==> config.mk <==
export PLATFORM = sky130hd
export DESIGN_NAME = epoch_goodness_scheduler_core
export DESIGN_NICKNAME = d
export VERILOG_FILES = /design/src/sv/egs_pkg.sv /design/src/sv/epoch_goodness_scheduler_core.sv
export SDC_FILE = /design/constraint.sdc
export NUM_CORES = 1
export LEC_CHECK = 0
export BUFFER_PORTS_ARGS = -buffer_cell sky130_fd_sc_hd__buf_2
export CORE_MARGIN = 2
export CORE_UTILIZATION = 60
export DETAILED_ROUTE_END_ITERATION = 16
export PLACE_DENSITY = 0.87
export SYNTH_ARGS = -nofsm -noshare
export SYNTH_HDL_FRONTEND = slang
export SYNTH_SLANG_ARGS = --single-unit
==> constraint.sdc <==
create_clock -name clk -period 17.6 [get_ports clk]
set_input_delay 0.88 -clock clk [delete_from_list [all_inputs] [get_ports clk]]
set_output_delay 0.88 -clock clk [all_outputs]
set_load 0.005 [all_outputs]
==> src/sv/egs_pkg.sv <==
// Shared constants and types for the epoch/goodness scheduler.
`timescale 1ns / 1ps

package egs_pkg;

  // Table size and derived index width.
  localparam int NUM_PROCS = 32;
  localparam int IDX_W     = $clog2(NUM_PROCS);

  // Field widths of a table entry.
  localparam int PRIO_W = 8;
  localparam int QUANT_W = 9;
  localparam int GOOD_W = 10;

  // Largest value the quantum counter may hold.
  localparam logic [GOOD_W-1:0] QUANT_MAX = GOOD_W'(511);

  // Request action codes.
  localparam logic [1:0] ACT_WRITE = 2'd0;
  localparam logic [1:0] ACT_EPOCH = 2'd1;
  localparam logic [1:0] ACT_PICK  = 2'd2;

  // Sequencer states, one-hot.
  typedef enum logic [3:0] {
    S_IDLE  = 4'b0001,
    S_EPOCH = 4'b0010,
    S_PICK  = 4'b0100,
    S_FIN   = 4'b1000
  } egs_state_t;

endpackage

==> src/sv/epoch_goodness_scheduler_core.sv <==
// Epoch/goodness scheduler core: a table of process entries with a sequencer that walks
// it one entry per cycle. A write request loads one entry and returns its all-zero result
// on the next cycle, so writes can follow each other with no gap. A new-epoch request
// refreshes every entry's quantum counter and goodness, and a pick request scans the ready
// entries for the greatest positive goodness (ties go to the higher index). Both walk all
// NUM_PROCS entries, then pass through the finish state, which loads the result register
// and returns the sequencer to idle once that register is free. The single entry-update and
// compare unit visits one table entry per cycle, which sets the length of a scan. Requests
// are taken only while the sequencer is idle and the result register is free or being
// emptied. The table resets to all zero at once.
`timescale 1ns / 1ps

module epoch_goodness_scheduler_core
  import egs_pkg::*;
(
  input  logic       clk,
  input  logic       rst,
  // Request channel.
  input  logic       req_valid,
  output logic       req_stall,
  input  logic [1:0] action,
  input  logic [4:0] proc_index,
  input  logic       in_use,
  input  logic       is_ready,
  input  logic [7:0] priority_req,
  input  logic [8:0] quantum_left,
  input  logic [9:0] goodness_value,
  // Result channel.
  output logic       res_valid,
  input  logic       res_stall,
  output logic [4:0] chosen_process,
  output logic       found,
  output logic       epoch_over
);

  // Process table.
  logic              slot_used      [NUM_PROCS];
  logic              ready_mark     [NUM_PROCS];
  logic [PRIO_W-1:0] prio_store     [NUM_PROCS];
  logic [QUANT_W-1:0] quantum_store [NUM_PROCS];
  logic [GOOD_W-1:0] goodness_store [NUM_PROCS];

  // Sequencer and scan registers.
  egs_state_t        state;
  logic [IDX_W-1:0]  cnt;
  logic              picking;
  logic              have;
  logic [GOOD_W-1:0] best;
  logic [IDX_W-1:0]  best_idx;

  logic              cnt_last;
  logic              res_free;
  logic              req_take;
  logic              res_load;

  // Shared entry unit operands and results.
  logic [PRIO_W-1:0]  cur_prio;
  logic [QUANT_W-1:0] cur_quant;
  logic [GOOD_W-1:0]  cur_good;
  logic [GOOD_W-1:0]  refresh_sum;
  logic [QUANT_W-1:0] quant_next;
  logic [QUANT_W-1:0] quant_eff;
  logic [GOOD_W-1:0]  good_next;
  logic               pick_hit;

  assign cnt_last  = (cnt == IDX_W'(NUM_PROCS - 1));
  assign res_free  = !res_valid || !res_stall;
  assign req_stall = !((state == S_IDLE) && res_free);
  assign req_take  = req_valid && !req_stall;

  // A result is loaded at the end of a scan or right after a write or unused code.
  assign res_load  = ((state == S_FIN) && res_free) ||
                     (req_take && (action != ACT_EPOCH) && (action != ACT_PICK));

  // Entry unit: counter refresh with saturation, goodness, and the pick compare.
  always_comb begin
    cur_prio  = prio_store[cnt];
    cur_quant = quantum_store[cnt];
    cur_good  = goodness_store[cnt];
    if (cur_quant == '0) begin
      refresh_sum = GOOD_W'(cur_prio);
    end else begin
      refresh_sum = GOOD_W'(cur_quant >> 1) + GOOD_W'(cur_prio);
    end
    if (refresh_sum > QUANT_MAX) begin
      quant_next = QUANT_W'(QUANT_MAX);
    end else begin
      quant_next = QUANT_W'(refresh_sum);
    end
    quant_eff = slot_used[cnt] ? quant_next : cur_quant;
    good_next = GOOD_W'(quant_eff) + GOOD_W'(cur_prio);
    pick_hit  = ready_mark[cnt] && (cur_good != '0) && (cur_good >= best);
  end

  // Sequencer, table updates and result register.
  always_ff @(posedge clk) begin
    if (rst) begin
      state     <= S_IDLE;
      res_valid <= 1'b0;
      cnt       <= '0;
      picking   <= 1'b0;
      have      <= 1'b0;
      for (int i = 0; i < NUM_PROCS; i++) begin
        slot_used[i]      <= 1'b0;
        ready_mark[i]     <= 1'b0;
        prio_store[i]     <= '0;
        quantum_store[i]  <= '0;
        goodness_store[i] <= '0;
      end
    end else begin
      if (res_load) begin
        res_valid <= 1'b1;
      end else if (res_valid && !res_stall) begin
        res_valid <= 1'b0;
      end
      unique case (state)
        S_IDLE: begin
          if (req_take) begin
            cnt      <= '0;
            have     <= 1'b0;
            best     <= '0;
            best_idx <= '0;
            unique case (action)
              ACT_EPOCH: begin
                picking <= 1'b0;
                state   <= S_EPOCH;
              end
              ACT_PICK: begin
                picking <= 1'b1;
                state   <= S_PICK;
              end
              default: begin
                // A write, or an unused code, answers at once with a zero result.
                if (action == ACT_WRITE && int'(proc_index) < NUM_PROCS) begin
                  slot_used[IDX_W'(proc_index)]      <= in_use;
                  ready_mark[IDX_W'(proc_index)]     <= is_ready;
                  prio_store[IDX_W'(proc_index)]     <= priority_req;
                  quantum_store[IDX_W'(proc_index)]  <= quantum_left;
                  goodness_store[IDX_W'(proc_index)] <= goodness_value;
                end
                chosen_process <= '0;
                found          <= 1'b0;
                epoch_over     <= 1'b0;
              end
            endcase
          end
        end
        S_EPOCH: begin
          // Refresh one entry per cycle.
          quantum_store[cnt]  <= quant_eff;
          goodness_store[cnt] <= good_next;
          cnt <= cnt + 1'b1;
          if (cnt_last) begin
            state <= S_FIN;
          end
        end
        S_PICK: begin
          // Keep the best ready entry seen so far; later entries win ties.
          if (pick_hit) begin
            best     <= cur_good;
            best_idx <= cnt;
            have     <= 1'b1;
          end
          cnt <= cnt + 1'b1;
          if (cnt_last) begin
            state <= S_FIN;
          end
        end
        S_FIN: begin
          if (res_free) begin
            chosen_process <= have ? 5'(best_idx) : 5'd0;
            found          <= have;
            epoch_over     <= picking && !have;
            state          <= S_IDLE;
          end
        end
        default: begin
          state <= S_IDLE;
        end
      endcase
    end
  end

endmodule

==> impl_metrics.ini <==
[floorplanning]
fp-row-count = 99
die_width_um = 277
core-area_um2 = 73300
io_pins = 49
die_area_um2 = 76500
floorplan.die.height_um = 277
initial_core_util_pct = 60.8

[clocking]
clk_transition_reported_paths_ns = 0.07
postCtsResizedCells = 0
cts.htree.levels = 3
post_cts.repair.setup_buffers = 0
tritoncts = built
clkLatencyLatePin_ns = 0.69
cts.root.buffer_cell = clkbuf_16
cts.path.max_buffers = 3
cts_inserted_buffers = 94
cts.sink_count = 967
hold_buffers = 0

[sta]
fin_crit_ns = 8.15
grt_setup_unrepaired = false
tightest_slew_ns = 1.38
final_clock_period_utilization_by_the_worst_path_pct = 46.3
setup_total_negative_slack_ns = 0
finClkSkew_ns = 0.0409
fmax_ghz = 0.123
finalMaxSlewViolations = 0
setup_viol = 0
number_of_hold_violations_in_the_final_report = 0
timing.max_slew.rel_slack_pct = 6.30

[global_route]
global_route_wire_length_before_repair_um = 177000
maximum_number_of_pins_on_one_net_before_global_route_repair = 79
globalRouteTotalUtil_pct = 31.6
globalRoute.totalOverflow = 0
first_global_vias = 27800
grt_antenna_before_repair = 7

[logic_synthesis]
yosys_most_used_dff = edfxtp_1
area_share_of_the_leading_cell_type_in_the_synthesized_netlist_pct = 63.9
ffs_latches_synth = 967
netlist-cell-type-count = 73
synthTopCellsByCount = 950 x edfxtp_1, 661 x nor2_1, 339 x and2_1
count_of_flip_flops_with_a_built_in_enable_after_synthesis = 950
post_synth_instance_area_um2 = 44600
synth_warnings = 0
mappedNetlistNets = 3137
synth_top_area_cell = edfxtp_1
synth.avg_cell_area_um2 = 14.6
post_synth_main_area_contributors = edfxtp_1 64%, mux4_2 12%, nor2_1 5.6%
async_reset_ff_share_pct = 0
synthCells = 3064
synth.most_common_cell = edfxtp_1
synth-seq-area-share_pct = 64.7

[worst_setup_path]
worst_r2r_path_depth = 22
cp-endpoint = goodness_store[10][8]
criticalPathCategory = reg -> reg
worst_setup_path_start_kind = register
critPathArrivalTime_ns = 8.51
worst_ep_required_time_ns = 17.97
worst-path-max-fanout = 47
setup.reg_to_reg.worst_slack_ns = 9.45
crit-reg2reg-capture = goodness_store[10][8]
worstSetupEndpointType = register

[power_and_ir_drop]
power_leakage_uw = 0.0169
vdd_ir_drop_max_uv = 92.4
power_uw = 5170
power_density_nw_per_um2 = 107

[drt]
route.detailed.drc = 0
drtAntennaViolNets = 0
drt_first_iter_violations = 4830
routed_wire_length_um = 121000
wl_per_cell_um = 30.3
firstDrtPassIters = 11
drt_via_density = 6.92
num_vias = 27800

[placed_design]
dp_hpwl_um = 72500
placed_cells = 3844
gp_congestion = 0.952
placement.io_buffers = 48
place_area_um2 = 45100

[layout]
final_util_pct = 65.7
drive_gt1_share_pct = 18.1
fin_nets = 3055
post-route-cell-area_um2 = 48200
final-instance-count-excl-fill = 4013
flow.area_growth_from_synthesis_pct = 7.94

[min_path]
hp_class = reg -> reg

[outcome]
run_status = completed

[flow_run]
drv_cap = 0
-- worst min-delay path by stage --
stage             from      end  slack (ns)  cells after the start
2_1_floorplan  picking  picking        0.46                      2
3_3_place_gp   picking  picking        0.48                      2
3_5_place_dp   picking  picking        0.50                      2
4_1_cts        picking  picking        0.52                      2
5_1_grt        picking  picking        0.57                      2
6_report       picking  picking        0.52                      2
-- flip-flops by register name (all words and copies together) (netlist names), 4 cells and up, named ones only --
name / cells
chosen_process: 5
cnt: 5
slot_used: 32
goodness_store: 320
best: 10
state: 4
prio_store: 256
ready_mark: 32
quantum_store: 288
best_idx: 5
-- worst max-delay path, stage by stage (launching register included) --
cell and delay, ns:
dfxtp_4 0.89, buf_4 0.72, buf_4 0.74, mux4_2 0.33, nand2_1 0.05, a32o_1 0.28
a221oi_1 0.75, ha_1 0.38, a21o_1 0.16, a21oi_1 0.21, nor2b_1 0.08, o21a_1 0.19
o41ai_1 0.34, xor2_1 0.18, o211ai_1 0.13, and2_1 0.24, ha_1 0.37, a21o_1 0.23
a31oi_1 0.29, o21ai_1 0.21, a211oi_4 0.56, buf_8 0.28, nor3_1 0.09
-- cell families after synthesis --
logic type | share of synthesized area (%)
AOI/OAI and AO/OA | 2.41
xor gates and xnor gates | 0.236
buffers and inverters | 3.63
muxes | 14.5
adders and majority gates | 0.959
and+or+nand+nor | 13.6
DFF | 64.7
-- cell type report --
class | count | area (µm²)
antenna | 4 | 10.0
clock buffer | 115 | 2430
clock inverter | 49 | 553
fill | 4590 | 25200
inverter | 28 | 105
multi-input combinational | 1781 | 14300
sequential | 967 | 28900
tap | 959 | 1200
timing repair buffer | 110 | 713
-- placed cells by master, fill, tap and decap left out, types with 21 or more instances in the layout --
| master | synthesis | final |
|---|---|---|
| edfxtp_1 | 950 | 950 |
| nand2b_1 | 42 | 42 |
| nor2_1 | 661 | 661 |
| and2_1 | 339 | 339 |
| clkinv_1 | 0 | 22 |
| buf_2 | 35 | 48 |
| a21oi_1 | 27 | 21 |
| nand2_1 | 99 | 99 |
| ha_1 | 31 | 31 |
| mux2i_1 | 45 | 42 |
| mux4_2 | 241 | 241 |
| nor3_1 | 38 | 38 |
| or2_2 | 34 | 34 |
| clkbuf_16 | 0 | 94 |
| buf_4 | 28 | 61 |
| inv_1 | 27 | 27 |
| clkbuf_1 | 185 | 21 |
-- where the power goes --
group / total [µW] / switching, µW / internal [µW]
logic: 508 / 328 / 180
registers: 2660 / 41.3 / 2610
clock network: 2000 / 872 / 1130
-- routing by layer --
metal  wire length [µm]  GRT usage [%]  share of wire (%)  vias up
li1                   -              -                  -    11000
met1              38500           39.2                 32    13600
met2              57600           50.5                 47     2570
met3              17200           8.80                 14      575
met4               8020           18.0                6.6        4
met5                 23          0.188              0.019        -
-- stage by stage --
stage,worst slack (ns),hold WS (ns)
finish,9.45,0.516
global route,8.95,0.572
CTS,9.08,0.517
detailed placement,9.24,0.502
global placement,9.46,0.484
floorplan,12.01,0.456
Note: power is estimated with default switching activity, not from simulation.
